--- config.mk ---
export PLATFORM = sky130hd
export DESIGN_NAME = apiv_ctrl
export DESIGN_NICKNAME = d
export VERILOG_FILES = /design/src/hdl/apiv_pkg.sv /design/src/hdl/apiv_ctrl.sv
export SDC_FILE = /design/constraint.sdc
export NUM_CORES = 1
export LEC_CHECK = 0
export BUFFER_PORTS_ARGS = -buffer_cell sky130_fd_sc_hd__buf_2
export CAP_MARGIN = 0
export CORE_AREA = 2 2 39 41
export CTS_CLUSTER_SIZE = 20
export DETAILED_ROUTE_END_ITERATION = 8
export DIE_AREA = 0 0 41 43
export GPL_ROUTABILITY_DRIVEN = 0
export GPL_TIMING_DRIVEN = 0
export PLACE_DENSITY_LB_ADDON = 0.3
export SETUP_SLACK_MARGIN = 0.3
export SYNTH_ARGS = -nofsm -noshare
export SYNTH_HDL_FRONTEND = slang
export SYNTH_SLANG_ARGS = --single-unit
--- constraint.sdc ---
create_clock -name i_clk -period 3 [get_ports i_clk]
set_input_delay 0.6 -clock i_clk [delete_from_list [all_inputs] [get_ports i_clk]]
set_output_delay 0.6 -clock i_clk [all_outputs]
set_load 0.005 [all_outputs]
--- src/hdl/apiv_pkg.sv ---
`default_nettype none
// ----------------------------------------------------------------------------
// apiv_pkg
// Shared codes, command and status types for the AS path verifier.
// ----------------------------------------------------------------------------
package apiv_pkg;

    localparam logic [1:0] CMD_ADOPT = 2'd0;
    localparam logic [1:0] CMD_PAIR  = 2'd1;
    localparam logic [1:0] CMD_PATH  = 2'd2;
    localparam logic [1:0] CMD_NONE  = 2'd3;

    localparam logic [1:0] REL_PROVIDER = 2'd0;
    localparam logic [1:0] REL_PEER     = 2'd1;

    localparam logic [2:0] ST_ACCEPTED = 3'd0;
    localparam logic [2:0] ST_FULL     = 3'd1;
    localparam logic [2:0] ST_NOT_EVAL = 3'd2;
    localparam logic [2:0] ST_VALID    = 3'd3;
    localparam logic [2:0] ST_INVALID  = 3'd4;

    // search key sources
    localparam logic [2:0] KEY_AS_A      = 3'd0;
    localparam logic [2:0] KEY_PAIR_AB   = 3'd1;
    localparam logic [2:0] KEY_PREV_A    = 3'd2;
    localparam logic [2:0] KEY_RECV      = 3'd3;
    localparam logic [2:0] KEY_PREV_RECV = 3'd4;

    // datapath operations
    localparam logic [2:0] OP_NONE    = 3'd0;
    localparam logic [2:0] OP_LOAD    = 3'd1;
    localparam logic [2:0] OP_INSERT  = 3'd2;
    localparam logic [2:0] OP_ELEM    = 3'd3;
    localparam logic [2:0] OP_CHAIN   = 3'd4;
    localparam logic [2:0] OP_COMMIT  = 3'd5;
    localparam logic [2:0] OP_RECV    = 3'd6;
    localparam logic [2:0] OP_VERDICT = 3'd7;

    typedef struct packed {
        logic       scan;
        logic [2:0] key_sel;
        logic [2:0] op;
    } t_dp_cmd;

    typedef struct packed {
        logic       scan_done;
        logic       chain_needed;
        logic       final_needed;
        logic       last;
        logic [1:0] cmd;
    } t_dp_stat;

endpackage
`default_nettype wire

--- src/hdl/apiv_ctrl.sv ---
`default_nettype none
// ----------------------------------------------------------------------------
// apiv_ctrl
// Sequencer: walks one word through table searches, inserts and verdict.
// ----------------------------------------------------------------------------
module apiv_ctrl
    import apiv_pkg::*;
(
    input  wire logic     i_clk,
    input  wire logic     i_rst_n,
    input  wire logic     i_start,
    output logic          o_busy,
    output logic          o_done,
    output t_dp_cmd       o_dp_cmd,
    input  wire t_dp_stat i_dp_stat
);

    localparam logic [3:0] S_IDLE      = 4'd0;
    localparam logic [3:0] S_FIRST     = 4'd1;
    localparam logic [3:0] S_WAIT_ADD  = 4'd2;
    localparam logic [3:0] S_WAIT_ELEM = 4'd3;
    localparam logic [3:0] S_CHAIN_CHK = 4'd4;
    localparam logic [3:0] S_WAIT_CHN  = 4'd5;
    localparam logic [3:0] S_COMMIT    = 4'd6;
    localparam logic [3:0] S_WAIT_RECV = 4'd7;
    localparam logic [3:0] S_FINAL_CHK = 4'd8;
    localparam logic [3:0] S_WAIT_FIN  = 4'd9;
    localparam logic [3:0] S_REPLY     = 4'd10;

    logic [3:0] r_state;
    logic [3:0] n_state;

    always_comb begin
        n_state          = r_state;
        o_dp_cmd.scan    = 1'b0;
        o_dp_cmd.key_sel = KEY_AS_A;
        o_dp_cmd.op      = OP_NONE;
        unique case (r_state)
            S_IDLE: begin
                if (i_start) begin
                    o_dp_cmd.op = OP_LOAD;
                    n_state     = S_FIRST;
                end
            end
            S_FIRST: begin
                unique case (i_dp_stat.cmd)
                    CMD_ADOPT: begin
                        o_dp_cmd.scan    = 1'b1;
                        o_dp_cmd.key_sel = KEY_AS_A;
                        n_state          = S_WAIT_ADD;
                    end
                    CMD_PAIR: begin
                        o_dp_cmd.scan    = 1'b1;
                        o_dp_cmd.key_sel = KEY_PAIR_AB;
                        n_state          = S_WAIT_ADD;
                    end
                    CMD_PATH: begin
                        o_dp_cmd.scan    = 1'b1;
                        o_dp_cmd.key_sel = KEY_AS_A;
                        n_state          = S_WAIT_ELEM;
                    end
                    default: begin
                        n_state = S_REPLY;
                    end
                endcase
            end
            S_WAIT_ADD: begin
                if (i_dp_stat.scan_done) begin
                    o_dp_cmd.op = OP_INSERT;
                    n_state     = S_REPLY;
                end
            end
            S_WAIT_ELEM: begin
                if (i_dp_stat.scan_done) begin
                    o_dp_cmd.op = OP_ELEM;
                    n_state     = S_CHAIN_CHK;
                end
            end
            S_CHAIN_CHK: begin
                if (i_dp_stat.chain_needed) begin
                    o_dp_cmd.scan    = 1'b1;
                    o_dp_cmd.key_sel = KEY_PREV_A;
                    n_state          = S_WAIT_CHN;
                end else begin
                    n_state = S_COMMIT;
                end
            end
            S_WAIT_CHN: begin
                if (i_dp_stat.scan_done) begin
                    o_dp_cmd.op = OP_CHAIN;
                    n_state     = S_COMMIT;
                end
            end
            S_COMMIT: begin
                o_dp_cmd.op = OP_COMMIT;
                if (i_dp_stat.last) begin
                    o_dp_cmd.scan    = 1'b1;
                    o_dp_cmd.key_sel = KEY_RECV;
                    n_state          = S_WAIT_RECV;
                end else begin
                    n_state = S_REPLY;
                end
            end
            S_WAIT_RECV: begin
                if (i_dp_stat.scan_done) begin
                    o_dp_cmd.op = OP_RECV;
                    n_state     = S_FINAL_CHK;
                end
            end
            S_FINAL_CHK: begin
                if (i_dp_stat.final_needed) begin
                    o_dp_cmd.scan    = 1'b1;
                    o_dp_cmd.key_sel = KEY_PREV_RECV;
                    n_state          = S_WAIT_FIN;
                end else begin
                    o_dp_cmd.op = OP_VERDICT;
                    n_state     = S_REPLY;
                end
            end
            S_WAIT_FIN: begin
                if (i_dp_stat.scan_done) begin
                    o_dp_cmd.op = OP_VERDICT;
                    n_state     = S_REPLY;
                end
            end
            S_REPLY: begin
                n_state = S_IDLE;
            end
            default: begin
                n_state = S_IDLE;
            end
        endcase
    end

    always_ff @(posedge i_clk) begin
        if (!i_rst_n) begin
            r_state <= S_IDLE;
        end else begin
            r_state <= n_state;
        end
    end

    assign o_busy = (r_state != S_IDLE);
    assign o_done = (r_state == S_REPLY);

`ifndef SYNTH
    a_done_then_idle: assert property (@(posedge i_clk) disable iff (!i_rst_n)
        o_done |=> !o_busy)
        else $error("strobe not followed by idle");
    a_start_takes: assert property (@(posedge i_clk) disable iff (!i_rst_n)
        (i_start && !o_busy) |=> (o_busy && r_state == S_FIRST))
        else $error("word not taken");
    a_done_in_wait: assert property (@(posedge i_clk) disable iff (!i_rst_n)
        i_dp_stat.scan_done |-> (r_state == S_WAIT_ADD || r_state == S_WAIT_ELEM
            || r_state == S_WAIT_CHN || r_state == S_WAIT_RECV
            || r_state == S_WAIT_FIN))
        else $error("search finished outside a wait state");
`endif

endmodule
`default_nettype wire

==> impl_metrics.ini, run 1 <==
[timing]
relSlewSlack = 0.703
finalCritPeriodShare = 0.738
rsz0062_at_grt = false
worstMarginPinSlew_ns = 0.441
setup_viol = 0
finClkSkew_ns = 0.00367
max_freq_mhz = 452
fin_setup_tns_ns = 0
min_period_ns = 2.21
hold_violations = 0
maxSlewViolCount = 0

[clocking]
path_clk_slew_ns = 0.04
hold_buffers = 0
ctsLongestPathBuffers = 2
clkSinkCount = 4
cts-root-buf = clkbuf_4
cts_buffers = 3
htreeDepth = 1
cts_tree = yes
worstSkewPairLatency_ns = 0.24
post-cts-setup-buffers = 0
cts_repair_resize_count = 0

[critical_path]
critical_path_class = flip-flop to primary output
cp_slowest_stage_delay_ns = 0.35
worstPathRequired_ns = 2.40
cp_common_cell = buf_2
rrSetupSlack_ns = 1.47
slowest_stage = dfxtp_1
arrival_ns = 1.61
cp-end-kind = primary output
crit_chain = buf_2 -> buf_2 -> a311oi_1 -> a211o_1 -> nand2_1 -> buf_2
cp-start-kind = flip-flop
crit_fanout = 10

[logic_synthesis]
yosysSeqAreaShare = 0.136
syn_area_per_cell_sq_um = 7.10
synth_fp_nets = 92
synth_edf_count = 0
synth_top_area_cell = dfxtp_1
synth_flop_cell = dfxtp_1
yosysWarnings = 0
synth_top_area_share = 0.136
syn_inst = 83
synthArstFlopShare = 0
synth_cell_types = 40
syn_area_sq_um = 589
synthTopCellsByArea = dfxtp_1 14%, nor2b_1 5.3%, a21oi_1 5.1%, nand2_1 5.1%, o2111ai_1 4.5%
ys_ff_latch = 4

[run_status]
run_status = finished clean

[power_and_ir_drop]
leakagePower_nw = 0.326
ir_drop_mv = 0.366
power.density_nw_per_um2 = 721

[detailed_routing]
drt_wl_total_um = 1570
drcViolationCount = 0
final_antenna_net_count = 0
viasPerCell = 5.90
wl_per_cell_um = 13.2
firstDrtPassIters = 4
drt_iter0_drc = 24
num_vias = 702

[layout]
final_layout_size_suffix_gt1_frac = 0.301
final_common_cell = buf_2
final_core_util = 0.518
reg.largest.list = r_state (4)
area_growth_pct = 21.7
final_nets = 114
mostFrequentLayoutCells = 22 x buf_2, 8 x nand2_1, 6 x a21oi_1
largest_reg_flops = 4
final_cell_area_sq_um = 717
regMostFlops = r_state
diodes = 0

[die]
core.rowCount = 14
initial_utilization = 0.426
core_region_area_sq_um = 1380
die_w_um = 41
num_io_pins = 18
die_h_um = 43
die_area_sq_um = 1760

[placed_design]
port_buffers = 17
hpwl_um = 1160
placed_area_sq_um = 694

[global_route]
grt_pass1_vias = 567
antenna_found_initial = 0
grt_max_degree = 11
overflow = 0
grt_use_total = 0.194
grt_pass1_wl_um = 2380

[job]
cap_violations = 0

[hold_path]
hold_class = input port to flip-flop
cells by family after synthesis:
group | count (synthesis) | share of synthesized area
simple gates | 41 | 0.412
compound gates | 28 | 0.348
buf+inv | 9 | 0.0870
flops | 4 | 0.136
mux | 1 | 0.0170
synth_stat cells (2+ instances only):
cell and count:
nor2b_1 5, dfxtp_1 4, nand3_1 2, nor3b_1 2
a21oi_1 6, nor2_1 5, nand2_1 8, o2111ai_1 3
nand2b_1 4, buf_2 5, nand3b_1 3, o21ai_0 5
a21boi_1 3, and2b_1 2
through the flow:
step           std cells  total power, mW  hold WS (ns)  setup WS (ns)
2_1_floorplan         83            0.354         0.583           1.25
3_3_place_gp         116            0.444         0.668          0.983
3_5_place_dp         116            0.446         0.658          0.988
4_1_cts              119            0.515         0.631          0.784
5_1_grt              119            0.569         0.642          0.642
6_report             119            0.517         0.635          0.786
routing by layer:
layer  track usage  share of wire  up-vias
li1              -              -      351
met3        0.0681          0.072        0
met1         0.258           0.48      320
met4        0.0333              0        0
met2         0.297           0.44       31
met5             0              0        -
layout make-up:
type | count | area [sq um]
repair buffers | 17 | 85.1
multi-input cells | 70 | 458
flip-flops and latches | 4 | 80.1
clock buffers | 3 | 22.5
plain buffers | 8 | 47.5
inverters | 1 | 3.75
fillers | 140 | 667
well taps | 16 | 20.0
path summary, 6_finish.rpt:
path,startpoint,to,depth (start not counted)
hold reg to reg,r_state[1],r_state[3],3
setup / recovery,r_state[1],o_dp_cmd[0],6
setup reg to reg,r_state[2],r_state[2],6
hold / removal,i_rst_n,r_state[2],3
worst max-delay path: cells and delay by family, from the launching register on:
family	cells	cell delay [ns]
flops	1	0.35
buf+inv	3	0.56
simple gates	1	0.06
compound gates	2	0.40
power by group:
group          switching, mW  total (mW)  leakage (nW)  internal (mW)
registers             0.0104      0.0794        0.0327         0.0690
clock network         0.0216      0.0663        0.0138         0.0447
logic                  0.199       0.371         0.280          0.173
total                  0.231       0.517         0.326          0.286
No activity file was read; power rests on OpenSTA's default activity.
==> run 2: changes to the inputs <==
==> constraint.sdc (replaced) <==
create_clock -name i_clk -period 2.1 [get_ports i_clk]
set_input_delay 0.42 -clock i_clk [delete_from_list [all_inputs] [get_ports i_clk]]
set_output_delay 0.42 -clock i_clk [all_outputs]
set_load 0.005 [all_outputs]
==> run 2 against run 1 <==
  * Cell area grew 24%
  * Global-route usage grew 0.78 points
  * Sequential share of layout area shrank 1.5 points
  * Routed wire length grew 15%
==> impl_metrics.ini, run 2 (synthesis results as in run 1) <==
[run_status]
run_status = finished clean

[die]
initial_utilization = 0.426
core.rowCount = 14
die_w_um = 41
die_area_sq_um = 1760
num_io_pins = 18
core_region_area_sq_um = 1380
die_h_um = 43

[global_route]
grt_use_total = 0.202
grt_pass1_vias = 603
grt_pass1_wl_um = 2480
antenna_found_initial = 0
grt_max_degree = 11
overflow = 0

[critical_path]
cp_slowest_stage_delay_ns = 0.57
crit_buf_inv = 1
cp-end-kind = primary output
cp-start-kind = flip-flop
critPathTopFamily = simple AND/OR/NAND/NOR gates
crit_chain = or4b_4 -> o32ai_4 -> a21o_2 -> buf_2
crit_fanout = 3
slowest_stage = or4b_4
worstPathRequired_ns = 1.68
rr_endpoint = r_state[1]
rrSetupSlack_ns = 0.49
ff2ff_path_depth = 6
critical_path_class = flip-flop to primary output
arrival_ns = 1.49
r2r-start = r_state[0]

[power_and_ir_drop]
power.density_nw_per_um2 = 1070
p_total_uw = 958
ir_drop_mv = 0.599
leakagePower_nw = 0.392

[clocking]
ctsLongestPathBuffers = 2
cts_buffers = 3
htreeDepth = 1
cts-root-buf = clkbuf_4
hold_buffers = 0
worstSkewPairLatency_ns = 0.24
clkSinkCount = 4
cts_tree = yes
path_clk_slew_ns = 0.03

[timing]
min_period_ns = 1.91
max_freq_mhz = 523
finClkSkew_ns = 0.00743
setup_viol = 0
holdWs_ns = 0.449
relSlewSlack = 0.713
rsz0062_at_grt = true
fin_setup_tns_ns = 0
fin_ws_ns = 0.189
maxSlewViolCount = 0
finalCritPeriodShare = 0.910
worstMarginPinSlew_ns = 0.425
hold_violations = 0

[layout]
stdcell_count = 126
diodes = 0
final_nets = 121
final_layout_size_suffix_gt1_frac = 0.455
mostFrequentLayoutCells = 19 x buf_2, 8 x nand2_1, 6 x buf_4
reg.largest.list = r_state (4)
area_growth_pct = 51.4
regMostFlops = r_state
final_common_cell = buf_2
largest_reg_flops = 4

[placed_design]
hpwl_um = 1160
port_buffers = 17
dpl_worst_slack_ns = 0.331
dp_cells = 116

[hold_path]
hp-start = i_rst_n
min_to = r_state[2]
hold_class = input port to flip-flop
min_path_cells = 3

[detailed_routing]
wl_per_cell_um = 14.4
viasPerCell = 5.89
drt_wl_total_um = 1810
firstDrtPassIters = 4
drt_iter0_drc = 37
num_vias = 742
final_antenna_net_count = 0
drcViolationCount = 0

[job]
cap_violations = 0
run 2: what timing repair did:
| action | in CTS | in global routing |
|---|---|---|
| setup endpoints to repair | 7 | 7 |
| gates resized for setup | 16 | 14 |
| cloned | 0 | 2 |
| hold endpoints to repair | 0 | 0 |
| pin swaps | 2 | 6 |
| setup buffers | 1 | 4 |
run 2: area by class of cell:
class	instances	area (sq um)
plain buffers	8	83.8
clock buffers	3	22.5
fillers	110	492
inverters	1	3.75
multi-input cells	70	523
flip-flops and latches	4	86.3
well taps	16	20.0
repair buffers	24	153
run 2: tightest hold or removal path: cells and delay by family:
| kind | cells | cell delay (ns) |
|---|---|---|
| compound gates | 1 | 0.04 |
| simple gates | 1 | 0.06 |
| buf+inv | 1 | 0.11 |
run 2: layer usage:
layer,vias up,GRT usage,share of wire
met1,341,0.267,0.46
met4,0,0.0467,0.011
met5,-,0,0
met2,32,0.306,0.46
met3,4,0.0681,0.063
li1,365,-,-
run 2: stage by stage:
| step | area (sq um) | util |
|---|---|---|
| final | 892 | 0.645 |
| after global routing | 892 | 0.645 |
| after CTS | 785 | 0.567 |
| after detailed placement | 694 | 0.502 |
| after global placement | 694 | 0.502 |
| after floorplan | 589 | - |
run 2: power breakdown:
group / internal (mW) / switching, mW
combinational: 0.389 / 0.338
clock: 0.0640 / 0.0325
sequential: 0.105 / 0.0306
total: 0.558 / 0.401
run 2: worst max path at each step:
stage                     startpoint  cells past startpoint           to
after CTS                 r_state[0]                      4  o_dp_cmd[6]
after detailed placement  r_state[1]                      6  o_dp_cmd[0]
final                     r_state[0]                      4  o_dp_cmd[6]
after floorplan           r_state[1]                      5  o_dp_cmd[0]
after global routing      r_state[0]                      4  o_dp_cmd[6]
after global placement    r_state[1]                      6  o_dp_cmd[0]
==> run 3: changes to the inputs <==
--- a/config.mk
+++ b/config.mk
@@ -6,14 +6,12 @@
 export NUM_CORES = 1
 export LEC_CHECK = 0
 export BUFFER_PORTS_ARGS = -buffer_cell sky130_fd_sc_hd__buf_2
-export CAP_MARGIN = 0
 export CORE_AREA = 2 2 39 41
 export CTS_CLUSTER_SIZE = 20
 export DETAILED_ROUTE_END_ITERATION = 8
 export DIE_AREA = 0 0 41 43
-export GPL_ROUTABILITY_DRIVEN = 0
 export GPL_TIMING_DRIVEN = 0
-export PLACE_DENSITY_LB_ADDON = 0.3
+export PLACE_DENSITY = 0.73
 export SETUP_SLACK_MARGIN = 0.3
 export SYNTH_ARGS = -nofsm -noshare
 export SYNTH_HDL_FRONTEND = slang
==> run 3 against run 2 <==
  * Via count up 3.4%
  * Critical path depth is the same
  * Clock skew fell by 0.0025 ns
  * Cell count is the same
  * Non-clock buffer count did not move
  * Sequential cell count is the same
  * Die area did not move
  * Global-route usage rose by 3.0 points
  * Power down 2.7%
  * Worst hold slack lost 0.0053 ns
  * Sequential share of layout area up 0.19 points
  * Critical path type unchanged
  * Critical endpoint unchanged
  * Highest routed layer unchanged
==> impl_metrics.ini, run 3 (synthesis results as in run 1) <==
[run_status]
run_status = finished clean

[power_and_ir_drop]
ir_drop_mv = 0.700
p_total_uw = 933
power.density_nw_per_um2 = 1070
leakagePower_nw = 0.390

[clocking]
htreeDepth = 1
ctsLongestPathBuffers = 2
cts_tree = yes
cts_buffers = 3
path_clk_slew_ns = 0.03
cts-root-buf = clkbuf_4
clkSinkCount = 4
worstSkewPairLatency_ns = 0.23

[detailed_routing]
viasPerCell = 6.09
firstDrtPassIters = 4
wl_met1_um = 774
wl_per_cell_um = 14.7
wl_met3_um = 129
drcViolationCount = 0
final_antenna_net_count = 0
highest_layer = met4
drt_wl_total_um = 1850
drt_iter0_drc = 16
num_vias = 767
dr_wl_met2_um = 939

[global_route]
grt_max_degree = 11
grt_use_total = 0.232
grt_pass1_wl_um = 2870
antenna_found_initial = 0
grt_pass1_vias = 694
overflow = 0

[layout]
diodes = 0
mostFrequentLayoutCells = 17 x buf_2, 8 x buf_4, 8 x nand2_1, 6 x a21oi_1
reg.largest.list = r_state (4)
final_common_cell = buf_2
fillers = 113
stdcell_count = 126
largest_reg_flops = 4
final_core_util = 0.632
area_growth_pct = 48.4
regMostFlops = r_state
final_layout_size_suffix_gt1_frac = 0.464
final_nets = 121

[hold_path]
min_path_cells = 3
hold_class = input port to flip-flop

[critical_path]
cp-end-kind = primary output
critical_path_class = flip-flop to primary output
critPathTopFamily = simple AND/OR/NAND/NOR gates
cp_slowest_stage_delay_ns = 0.57
arrival_ns = 1.46
ff2ff_path_depth = 7
cp_num_cells = 4
crit_chain = or4b_4 -> o32ai_4 -> a21o_2 -> buf_6
crit_fanout = 3
worstPathRequired_ns = 1.68
slowest_stage = or4b_4
cp-start-kind = flip-flop
crit_buf_inv = 1

[timing]
finClkSkew_ns = 0.00495
rsz0062_at_grt = true
fin_setup_tns_ns = 0
relSlewSlack = 0.717
maxSlewViolCount = 0
finalCritPeriodShare = 0.895
setup_viol = 0
max_freq_mhz = 532
hold_violations = 0
worstMarginPinSlew_ns = 0.420
min_period_ns = 1.88
holdWs_ns = 0.444

[placed_design]
place.gp.congestion = 0.900
hpwl_um = 1200
dp_cells = 116
port_buffers = 17

[die]
die_w_um = 41
core.rowCount = 14
die_h_um = 43
num_io_pins = 18
die_area_sq_um = 1760
initial_utilization = 0.426
core_region_area_sq_um = 1380

[job]
cap_violations = 0
## run 3: timing repair
item	4_1_cts	5_1_grt
resized for setup	20	9
setup endpoints to repair	7	7
pin swaps	6	0
setup buffers	7	0
hold buffers	0	0
## run 3: worst register-to-register path: cells and delay by family, from the launching register on
family / cells / cell delay (ns)
compound gates: 3 / 0.64
buf+inv: 4 / 0.53
flops: 1 / 0.36
## run 3: where the power goes
group | internal [mW] | total (mW) | switching (mW)
Clock | 0.0638 | 0.0930 | 0.0292
Combinational | 0.369 | 0.710 | 0.341
Sequential | 0.105 | 0.130 | 0.0251
## run 3: area by class of cell
type | instances | area, sq um | area share
tap | 16 | 20.0 | 0.0229
timing repair buffer | 24 | 144 | 0.165
sequential | 4 | 86.3 | 0.0987
buffer | 8 | 80.1 | 0.0916
multi-input combinational | 70 | 518 | 0.592
inverter | 1 | 3.75 | 0.00429
clock buffer | 3 | 22.5 | 0.0258
## run 3: metal layers
layer / global-route usage / up-vias
met5: 0 / -
met4: 0.0200 / 0
met3: 0.0838 / 2
met2: 0.406 / 43
met1: 0.264 / 354
li1: - / 368
## run 3: final timing paths
check / start / endpoint / slack, ns
hold / removal: i_rst_n / r_state[2] / 0.44
setup / recovery: r_state[0] / o_dp_cmd[6] / 0.22
hold reg to reg: r_state[1] / r_state[1] / 0.73
setup reg to reg: r_state[1] / r_state[1] / 0.49
## run 3: metrics by stage
stage,setup slack (ns),area [sq um]
final,0.221,875
after global routing,0.164,875
after CTS,0.213,846
after detailed placement,0.336,694
after global placement,0.347,694
after floorplan,0.558,589
